**src/rtl/psk_pulse_shaping_modulator_defines.svh**
```systemverilog
// assertion macros for the psk pulse-shaping modulator
`ifndef PSK_PULSE_SHAPING_MODULATOR_DEFINES_SVH
`define PSK_PULSE_SHAPING_MODULATOR_DEFINES_SVH

// consequent checked in the same cycle as the antecedent
`define PSM_ASSERT_SAME(lbl, clk, rst_n, ante, cons, msg) \
    lbl: assert property (@(posedge clk) disable iff (!rst_n) (ante) |-> (cons)) \
        else $error(msg);

// consequent checked in the cycle after the antecedent
`define PSM_ASSERT_NEXT(lbl, clk, rst_n, ante, cons, msg) \
    lbl: assert property (@(posedge clk) disable iff (!rst_n) (ante) |=> (cons)) \
        else $error(msg);

`endif

```
**src/rtl/psm_pkg.sv**
```systemverilog
// shared types, constants and command structs of the psk pulse-shaping modulator
package psm_pkg;

    localparam int DEF_MAX_SPS  = 16;
    localparam int DEF_MAX_TAPS = 8;
    localparam int SAMPLE_WIDTH = 16;

    localparam int TAP_W   = 16;
    localparam int PT_W    = 16;
    localparam int PHASE_W = 16;
    localparam int CFG_IDX_W  = 3;
    localparam int CFG_DATA_W = 16;

    // quarter wave and sine polynomial coefficients
    localparam int QUARTER = 16384;
    localparam int SIN_A   = 102943;
    localparam int SIN_B   = 42047;
    localparam int SIN_C   = 4640;

    // register reset values
    localparam logic [4:0]  RST_SPS    = 5'd4;
    localparam logic [3:0]  RST_ORDER  = 4'd2;
    localparam logic [15:0] RST_OFFSET = 16'd0;
    localparam logic [3:0]  RST_TAPS   = 4'd8;

    typedef enum logic [CFG_IDX_W-1:0] {
        CFG_SPS    = 3'd0,
        CFG_ORDER  = 3'd1,
        CFG_OFFSET = 3'd2,
        CFG_TAPS   = 3'd3
    } t_cfg_idx;

    typedef enum logic [2:0] {
        SS_NONE   = 3'd0,
        SS_SQUARE = 3'd1,
        SS_POLY_A = 3'd2,
        SS_POLY_B = 3'd3,
        SS_FINAL  = 3'd4
    } t_sine_step;

    typedef struct packed {
        logic              kind;
        logic [3:0]        tap_branch;
        logic [2:0]        tap_position;
        logic signed [15:0] tap_value;
        logic [7:0]        symbol_index;
    } t_in_word;

    typedef struct packed {
        logic signed [SAMPLE_WIDTH-1:0] sample_i;
        logic signed [SAMPLE_WIDTH-1:0] sample_q;
        logic                           last_sample;
    } t_out_word;

    typedef struct packed {
        logic       clr_wr;
        logic       tap_wr;
        logic       sym_load;
        t_sine_step sine_step;
        logic       push;
        logic       mac_issue;
        logic       mac_first;
        logic       out_load;
        logic       out_last;
    } t_dp_cmd;

    typedef struct packed {
        logic out_free;
    } t_dp_status;

endpackage

```
**src/rtl/psm_ctrl.sv**
```systemverilog
// sequencer for tap memory clearing, sine steps and the per-branch mac walk
module psm_ctrl
    import psm_pkg::*;
#(
    parameter int MAX_SPS  = DEF_MAX_SPS,
    parameter int MAX_TAPS = DEF_MAX_TAPS,
    localparam int BW = (MAX_SPS > 1) ? $clog2(MAX_SPS) : 1,
    localparam int KW = (MAX_TAPS > 1) ? $clog2(MAX_TAPS) : 1,
    localparam int AW = BW + KW,
    localparam int SW = $clog2(MAX_SPS + 1),
    localparam int TW = $clog2(MAX_TAPS + 1)
) (
    input  logic          i_clk,
    input  logic          i_rst_n,
    input  logic          i_in_valid,
    input  logic          i_in_kind,
    input  logic [SW-1:0] i_sps,
    input  logic [TW-1:0] i_ntaps,
    input  t_dp_status    i_status,
    output logic          o_in_stall,
    output t_dp_cmd       o_cmd,
    output logic [BW-1:0] o_branch,
    output logic [KW-1:0] o_tap_idx,
    output logic [AW-1:0] o_clr_addr
);

    typedef enum logic [6:0] {
        S_CLEAR = 7'b0000001,
        S_IDLE  = 7'b0000010,
        S_SINE  = 7'b0000100,
        S_PUSH  = 7'b0001000,
        S_MAC   = 7'b0010000,
        S_DRAIN = 7'b0100000,
        S_OUT   = 7'b1000000
    } t_state;

    t_state        r_state, n_state;
    t_sine_step    r_step, n_step;
    logic [AW-1:0] r_clr_addr, n_clr_addr;
    logic [BW-1:0] r_b, n_b;
    logic [KW-1:0] r_k, n_k;
    logic          r_drain, n_drain;
    logic          last_k;
    logic          last_b;

    assign last_k = (32'(r_k) + 32'd1) == 32'(i_ntaps);
    assign last_b = (32'(r_b) + 32'd1) == 32'(i_sps);

    always_comb begin
        n_state    = r_state;
        n_step     = r_step;
        n_clr_addr = r_clr_addr;
        n_b        = r_b;
        n_k        = r_k;
        n_drain    = r_drain;
        o_cmd      = '0;
        o_cmd.sine_step = SS_NONE;
        unique case (r_state)
            S_CLEAR: begin
                o_cmd.clr_wr = 1'b1;
                n_clr_addr   = r_clr_addr + AW'(1);
                if (&r_clr_addr) begin
                    n_state = S_IDLE;
                end
            end
            S_IDLE: begin
                if (i_in_valid) begin
                    if (i_in_kind) begin
                        o_cmd.sym_load = 1'b1;
                        n_step         = SS_SQUARE;
                        n_state        = S_SINE;
                    end else begin
                        o_cmd.tap_wr = 1'b1;
                    end
                end
            end
            S_SINE: begin
                o_cmd.sine_step = r_step;
                case (r_step)
                    SS_SQUARE: n_step = SS_POLY_A;
                    SS_POLY_A: n_step = SS_POLY_B;
                    SS_POLY_B: n_step = SS_FINAL;
                    default: begin
                        n_step  = SS_NONE;
                        n_state = S_PUSH;
                    end
                endcase
            end
            S_PUSH: begin
                o_cmd.push = 1'b1;
                n_b        = '0;
                n_k        = '0;
                n_state    = S_MAC;
            end
            S_MAC: begin
                o_cmd.mac_issue = 1'b1;
                o_cmd.mac_first = (r_k == '0);
                if (last_k) begin
                    n_k     = '0;
                    n_drain = 1'b0;
                    n_state = S_DRAIN;
                end else begin
                    n_k = r_k + KW'(1);
                end
            end
            S_DRAIN: begin
                n_drain = 1'b1;
                if (r_drain) begin
                    n_state = S_OUT;
                end
            end
            S_OUT: begin
                if (i_status.out_free) begin
                    o_cmd.out_load = 1'b1;
                    o_cmd.out_last = last_b;
                    if (last_b) begin
                        n_state = S_IDLE;
                    end else begin
                        n_b     = r_b + BW'(1);
                        n_state = S_MAC;
                    end
                end
            end
            default: begin
                n_state = S_CLEAR;
            end
        endcase
    end

    always_ff @(posedge i_clk) begin
        if (!i_rst_n) begin
            r_state    <= S_CLEAR;
            r_step     <= SS_NONE;
            r_clr_addr <= '0;
            r_b        <= '0;
            r_k        <= '0;
            r_drain    <= 1'b0;
        end else begin
            r_state    <= n_state;
            r_step     <= n_step;
            r_clr_addr <= n_clr_addr;
            r_b        <= n_b;
            r_k        <= n_k;
            r_drain    <= n_drain;
        end
    end

    assign o_in_stall = (r_state != S_IDLE);
    assign o_branch   = r_b;
    assign o_tap_idx  = r_k;
    assign o_clr_addr = r_clr_addr;

`include "psk_pulse_shaping_modulator_defines.svh"

    `PSM_ASSERT_SAME(a_load_only_free, i_clk, i_rst_n, o_cmd.out_load, i_status.out_free, "output loaded while occupied")
    `PSM_ASSERT_SAME(a_tap_in_range, i_clk, i_rst_n, o_cmd.mac_issue, (32'(r_k) < 32'(i_ntaps)), "tap index past branch length")
    `PSM_ASSERT_NEXT(a_push_then_first, i_clk, i_rst_n, o_cmd.push, (o_cmd.mac_issue && o_cmd.mac_first), "mac walk does not start at tap zero")

endmodule

```
**config.mk**
```make
export PLATFORM = sky130hd
export DESIGN_NAME = psm_ctrl
export DESIGN_NICKNAME = d
export VERILOG_FILES = /design/src/rtl/psm_pkg.sv /design/src/rtl/psm_ctrl.sv
export VERILOG_INCLUDE_DIRS = /design/src /design/src/rtl
export SDC_FILE = /design/constraint.sdc
export NUM_CORES = 1
export LEC_CHECK = 0
export BUFFER_PORTS_ARGS = -buffer_cell sky130_fd_sc_hd__buf_2
export CAP_MARGIN = 20
export CORE_AREA = 2 2 56 58
export DETAILED_ROUTE_END_ITERATION = 8
export DIE_AREA = 0 0 58 60
export PLACE_DENSITY_LB_ADDON = 0.12
export SLEW_MARGIN = 40
export SYNTH_ARGS = -nofsm -noshare
export SYNTH_HDL_FRONTEND = slang
export SYNTH_SLANG_ARGS = --single-unit
```
**constraint.sdc**
```tcl
create_clock -name i_clk -period 3.4 [get_ports i_clk]
set_input_delay 0.68 -clock i_clk [delete_from_list [all_inputs] [get_ports i_clk]]
set_output_delay 0.68 -clock i_clk [all_outputs]
set_load 0.01 [all_outputs]
```
=== Yosys cells after proc, flatten, opt, wreduce, memory -nomap -nowiden ===
Cells that the tools add are included.

* Flip-flop bits (word level): 25
* Output and inout bits: 26
* Word-level logic and storage cells: 73

* Add/sub/neg operators: 5
* Equality and inequality tests: 21
* Mux-type cells: 30
* Reduce and logical (&&, ||, !) cells: 11

{| class="wikitable"
|+ Operators by type and width
! operator !! count
|-
| $mux W7 || 7
|-
| $pmux W7 S7 || 1
|-
| $ne A2 B2 Y1 const B || 8
|-
| $reduce_and A7 Y1 || 2
|-
| $mux W3 || 4
|-
| $pmux W3 S2 || 2
|-
| $mux W2 || 5
|-
| $pmux W3 S3 || 1
|-
| $mux W4 || 2
|-
| $pmux W4 S2 || 1
|-
| $reduce_bool A2 Y1 || 4
|-
| $add A7 B1 Y7 const B || 1
|-
| $eq A7 B1 Y1 const B || 1
|-
| $eq A7 B2 Y1 const B || 1
|-
| $eq A7 B3 Y1 const B || 1
|-
| $eq A7 B4 Y1 const B || 1
|-
| $eq A7 B5 Y1 const B || 1
|-
| $eq A7 B6 Y1 const B || 1
|-
| $eq A7 B7 Y1 const B || 1
|-
| $ne A7 B2 Y1 const B || 1
|-
| $eq A3 B2 Y1 const B || 2
|-
| $reduce_and A3 Y1 || 2
|-
| $add A4 B1 Y5 const B || 1
|-
| $eq A5 B5 Y1 || 1
|-
| 11 further kinds || 15
|}

=== Longest topological paths before layout ===
Gate-level depths: netlist (run 1).

* Word-level depth: 5
* Mapped depth: 7
* Gate-level depth less buffers: 7

=== Least setup slack after synthesis (run 1) ===
No wires, ideal clock.

* Kind: register to output
* Start: register r_state[0]
* End: output o_cmd[2] (netlist bit)
* Arrival time: 1.566 ns
* Slack: 1.154 ns
* Stages on the path, launching flop included: 5
* Path through: dfxtp_1 > or4_1 > buf_4 > nor3b_4 > and3b_1

{| class="wikitable"
|+ RTL lines
! item !! RTL line !! RTL
|-
| from (decl) || psm_ctrl.sv:37 || <nowiki>t_state r_state, n_state;</nowiki>
|-
| from (signal assigned) || psm_ctrl.sv:139 || <nowiki>r_state <= n_state;</nowiki>
|-
| to (decl) || psm_ctrl.sv:21 || <nowiki>output t_dp_cmd o_cmd,</nowiki>
|}

==> impl_metrics.yaml, run 1 <==
status:
  outcome: "finished clean"
worst_setup_path:
  cpLargestDelayFamily: "simple AND/OR/NAND/NOR gates"
  critical_path_arrival_ns: 2.08
  critical_path_class: "register to primary output"
  path_depth: 4
  r2r_slack_ns: 1.23
  start_kind: "register"
  rr_endpoint: "r_state[0]"
  cpMaxStageDelayCell: "or4_1"
  end_kind: "primary output"
  crit_path_max_incr_delay_ns: 0.71
  critical_path_buf_inv_count: 1
  crit_path_max_fanout: 8
  cp_data_required_time_ns: 2.72
  crit_chain: "or4_1 > nor3b_4 > and3b_1 > buf_2"
  crit-reg2reg-launch: "o_tap_idx[0]"
  reg2reg_depth: 7
placement:
  dp_hpwl_microns: 2670
  place.gp.congestion: 0.802
  placed_area_sq_mm: 0.00174
  numPortBuffers: 39
finish:
  multi_input_area_sq_um: 956
  finalInstanceArea_sq_mm: 0.00177
  seq_area_sq_um: 500
  n_antenna_cell: 0
  drive_above_1_share: 0.217
  areaGrowthSynthToFinish_pct: 15.1
  fin_util: 0.609
  nFillCells: 268
  fin_nets: 240
timing:
  holdWs_ns: 0.496
  rsz0062_at_grt: "no"
  finalClockSkew_ns: 0.00378
  fmax_ghz: 0.363
  hold_violations: 0
  finalCriticalPeriod_ns: 2.76
  setup_viol: 0
  period_share: 0.811
  fin_setup_tns_ns: 0
  tightestPinTransition_ns: 0.527
  maxSlewViolCount: 0
  slew_headroom: 0.648
yosys:
  synth.top_cell.area_share: 0.326
  synth_warnings: 0
  synthArstFlopShare: 0
  synthTopCellsByArea: "dfxtp_1, nor2_1, xnor2_1"
  synth_top_cell_by_area: "dfxtp_1"
  syn-instance-count: 183
  synth_cell_types: 49
  syn_area_per_cell_sq_um: 8.40
  synth_edf_count: 0
  synth_fp_nets: 201
  synthFlopType: "dfxtp_1"
  ys_ff_latch: 25
  syn-cell-area_sq_mm: 0.00154
  seq_area_frac_synth: 0.326
pwr:
  p_leak_nw: 0.784
  finalPower_uw: 702
  power_density_mw_per_mm2: 397
  ir_drop_mv: 0.310
routing:
  drt-total-wl_microns: 3520
  ant_nets: 0
  vias: 1486
  firstDrtPassIters: 5
  first_iter_violations: 65
  via_per_inst: 5.85
  drt_drc_violations_left: 0
  wl_per_cell_microns: 13.9
cts:
  clk_pin_slew_worst_paths_ns: 0.14
  cts_max_path_buffers: 2
  post_cts_buffers: 0
  post_cts_resized: 0
  cts_buffers: 3
  cts-root-buf: "clkbuf_4"
  insertion_delay_ns: 0.33
  tritoncts: "done"
  cts_num_sinks: 25
  htreeDepth: 1
  postCtsHoldBufs: 0
grt:
  grt_usage: 0.211
  grt_max_degree: 17
  grt_pass1_vias: 1314
  grt-ovfl-total: 0
  antenna_found_initial: 0
  grt_pass1_wl_microns: 5640
floorplan:
  rows: 20
  dieArea_sq_mm: 0.00348
  die_w_microns: 58
  ios: 40
  die_y_microns: 60
  fp.coreArea_sq_mm: 0.00290
  start_util: 0.529
hold_path:
  holdPathEnd: "r_drain"
  hold_path_class: "register to register"
  worstHoldStart: "r_drain"
  whs_path_depth: 2
job:
  drv_cap: 0
==> how the worst max path moves through the flow <==
stage / start / to / slack [ns]
floorplan: r_state[0] / o_cmd[2] / 1.15
global placement: r_state[0] / o_cmd[2] / 1.04
detailed placement: r_state[0] / o_cmd[2] / 1.01
CTS: r_state[0] / o_cmd[2] / 0.64
global route: r_state[0] / o_cmd[2] / 0.51
finish: r_state[0] / o_cmd[2] / 0.64
==> Yosys cell counts, types with 2 or more instances <==
cell,count
nand2_1,14
o21ai_0,3
o31ai_1,2
nor2_1,22
ha_1,4
nand4_1,3
a31oi_1,3
o22ai_1,2
xnor2_1,8
xor2_1,8
or4_1,3
and2_1,5
nor2b_1,4
nor3_1,5
clkbuf_1,2
o221ai_1,2
dfxtp_1,25
nand2b_1,3
a21oi_1,7
and3_1,3
nand4b_1,4
nor3_2,2
inv_1,13
xnor3_1,2
nand3_1,9
and4_1,2
==> power breakdown <==
part           leakage (nW)  total, mW  switching, mW  internal (mW)
clock network        0.0177      0.137         0.0930         0.0442
registers             0.202      0.342         0.0248          0.317
logic                 0.564      0.223          0.141         0.0820
total                 0.784      0.702          0.258          0.444
==> per-layer routing <==
| layer | up-vias | wire length, microns | global-route usage |
|---|---|---|---|
| met5 | - | 0 | 0 |
| met4 | 0 | 70 | 0.0930 |
| met3 | 7 | 170 | 0.0260 |
| met2 | 44 | 1670 | 0.346 |
| met1 | 703 | 1610 | 0.280 |
| li1 | 732 | - | - |
==> placed cells by master, fill, tap and decap left out, types with 2 or more instances in the layout <==
master    Yosys  layout
nand4b_1      4       4
o221ai_1      2       2
a21oi_1       7       7
or4_1         3       3
nor3_1        5       5
o31ai_1       2       2
o22ai_1       2       2
xnor3_1       2       2
and3_1        3       3
xnor2_1       8       8
dfxtp_1      25      25
nand4_1       3       3
and2_1        5       5
buf_2         1      39
a31oi_1       3       3
nand2b_1      3       3
nor3_2        2       2
clkbuf_4      0       3
and4_1        2       2
nand3_1       9       9
o21ai_0       3       3
ha_1          4       4
inv_1        13      13
nor2b_1       4       4
nand2_1      14      14
xor2_1        8       8
nor2_1       22      22
==> state kept, by name, indices dropped and copies added (netlist names) <==
name        flops
r_drain         1
r_step          3
r_state         7
o_tap_idx       3
o_clr_addr      7
o_branch        4
==> final cells by class <==
type                       instances  share of cell area
multi-input combinational        140               0.540
inverter                          13              0.0276
timing repair buffer              39               0.110
tap                               33              0.0233
clock buffer                       3              0.0127
clock inverter                     1             0.00283
sequential                        25               0.283
==> worst reg2reg max path: stages (launching register included) <==
cell       delay, ns
dfxtp_1         0.45
inv_1           0.10
ha_1            0.34
xnor2_1         0.17
o2111ai_1       0.23
and2_4          0.26
nor3_1          0.33
o221ai_1        0.17
==> logic make-up (layout without fill, tap and decap cells) <==
logic type | after synthesis | after routing | share of synthesized area
compound gates | 32 | 32 | 0.145
xor+xnor | 18 | 18 | 0.121
fa+ha+maj | 4 | 4 | 0.0326
buf+inv | 18 | 56 | 0.0521
flops | 25 | 25 | 0.326
mux | 1 | 1 | 0.00651
simple gates | 85 | 85 | 0.318
==> stage by stage <==
stage	instances	setup WS, ns
finish	254	0.642
global route	254	0.509
CTS	254	0.643
detailed placement	250	1.01
global placement	250	1.04
floorplan	183	1.15
(Power assumes the default switching activity.)
==> inputs of run 2 (changes only) <==
- CORE_AREA: 2 2 56 58 -> 2 2 61 63
- DIE_AREA: 0 0 58 60 -> 0 0 63 65
- clock period: 3.4 -> 2.22 ns (I/O delays scaled with it)
==> run 2 against run 1 <==
Against the previous run: via count rose by 1.5%; clock skew down 0.0015 ns; clock power increased by 67%; core utilization shrank 5.8 points; hold slack got worse by 0.11 ns; design area increased by 8.9%; global-route usage decreased by 2.4 points; cell count rose by 11%; total power up 66%; sequential power grew 52%; the flow now finishes with violations (setup timing); critical endpoint is now o_cmd[0]; routed wire length grew 6.0%; first-iteration DRC count up 31%.
==> impl_metrics.yaml, run 2 (synthesis results as in run 1) <==
cts:
  postCtsHoldBufs: 0
  htreeDepth: 1
  insertion_delay_ns: 0.34
  tritoncts: "done"
  cts_num_sinks: 25
  clk_pin_slew_worst_paths_ns: 0.15
  cts-root-buf: "clkbuf_4"
  cts_max_path_buffers: 2
  cts_buffers: 3
finish:
  seq_area_sq_um: 507
  mostFrequentLayoutCells: "buf_2, nor2_1, dfxtp_1"
  multi_input_area_sq_um: 982
  drive_above_1_share: 0.303
  nFillCells: 362
  n_antenna_cell: 0
  fin_cells: 282
  areaGrowthSynthToFinish_pct: 25.4
  final_common_cell: "buf_2"
  fin_nets: 253
worst_setup_path:
  rr_endpoint: "r_state[0]"
  critical_path.startpoint: "r_state[0]"
  r2r_slack_ns: 0.15
  start_kind: "register"
  crit-reg2reg-launch: "o_tap_idx[0]"
  cp_data_required_time_ns: 1.78
  critical_path_arrival_ns: 1.86
  crit_path_max_fanout: 4
  reg2reg_depth: 7
  end_kind: "primary output"
  critical_path_class: "register to primary output"
hold_path:
  holdPathEnd: "r_state[0]"
  hold_path_class: "input pin to register"
  whs_path_depth: 2
  worstHoldStart: "i_rst_n"
placement:
  place.gp.congestion: 0.832
  place_ws_ns: 0.108
  dp_hpwl_microns: 2800
  numPortBuffers: 39
  dpl.cell_count: 268
routing:
  drt-total-wl_microns: 3740
  via_per_inst: 5.35
  wl_per_cell_microns: 13.2
  ant_nets: 0
  drt_drc_violations_left: 0
  firstDrtPassIters: 4
  first_iter_violations: 85
  vias: 1509
timing:
  finalCriticalPeriod_ns: 2.30
  slew_headroom: 0.638
  maxSlewViolCount: 0
  tightestPinTransition_ns: 0.543
  period_share: 1.04
  fmax_ghz: 0.434
  worst_slack_ns: -0.0846
  finalClockSkew_ns: 0.00232
  setup_viol: 2
  hold_violations: 0
  rsz0062_at_grt: "yes"
  fin_setup_tns_ns: -0.104
pwr:
  ir_drop_mv: 0.417
  p_leak_nw: 0.854
  power_density_mw_per_mm2: 606
floorplan:
  rows: 22
  start_util: 0.440
  dieArea_sq_mm: 0.00410
  die_w_microns: 63
  fp.coreArea_sq_mm: 0.00350
  die_y_microns: 65
  ios: 40
job:
  drv_cap: 0
grt:
  grt_max_degree: 17
  antenna_found_initial: 0
  grt-ovfl-total: 0
  grt_pass1_vias: 1444
  grt_pass1_wl_microns: 6200
  grt_usage: 0.187
status:
  violations: "setup timing"
  outcome: "finished, violations left"
run 2: metal layers:
| layer | vias to the layer above | routed length, microns | track usage |
|---|---|---|---|
| met4 | 0 | 46 | 0.0667 |
| met5 | - | 0 | 0 |
| met1 | 706 | 1740 | 0.240 |
| met3 | 5 | 163 | 0.0295 |
| met2 | 38 | 1790 | 0.318 |
| li1 | 760 | - | - |
run 2: worst max-delay path, cell delays in order, from the launching register on:
cell,delay [ns]
dfxtp_2,0.35
or4_4,0.59
nor4_4,0.29
nor2b_1,0.16
buf_2,0.13
run 2: worst max path at each step:
stage	to
final	o_cmd[0]
after detailed placement	o_cmd[2]
after global routing	o_cmd[0]
after global placement	o_cmd[2]
after floorplan	o_cmd[2]
after CTS	o_cmd[0]
run 2: timing repair:
action,CTS,global route
pin swaps,3,7
cloned,0,0
buffers inserted,6,4
setup endpoints to repair,8,10
gates resized for setup,4,8
hold endpoints to repair,0,0
run 2: metrics by stage:
stage / utilization / hold WS, ns / total power [mW] / instance area (sq um)
finish: 0.551 / 0.386 / 1.17 / 1930
global route: 0.551 / 0.391 / 1.24 / 1930
CTS: 0.534 / 0.379 / 1.17 / 1870
detailed placement: 0.510 / 0.484 / 0.889 / 1780
global placement: 0.510 / 0.474 / 0.883 / 1780
floorplan: - / 0.454 / 0.775 / 1540
run 2: cell type report:
cell class,count,share of cell area
multi-input cells,140,0.510
flip-flops and latches,25,0.263
repair buffers,52,0.155
well taps,48,0.0312
inverters,13,0.0253
clock buffers,3,0.0117
clock inverters,1,0.00390
run 2: where the power goes:
group / total (mW) / internal, mW / switching, mW
sequential: 0.520 / 0.489 / 0.0313
clock: 0.229 / 0.0692 / 0.159
combinational: 0.419 / 0.185 / 0.234
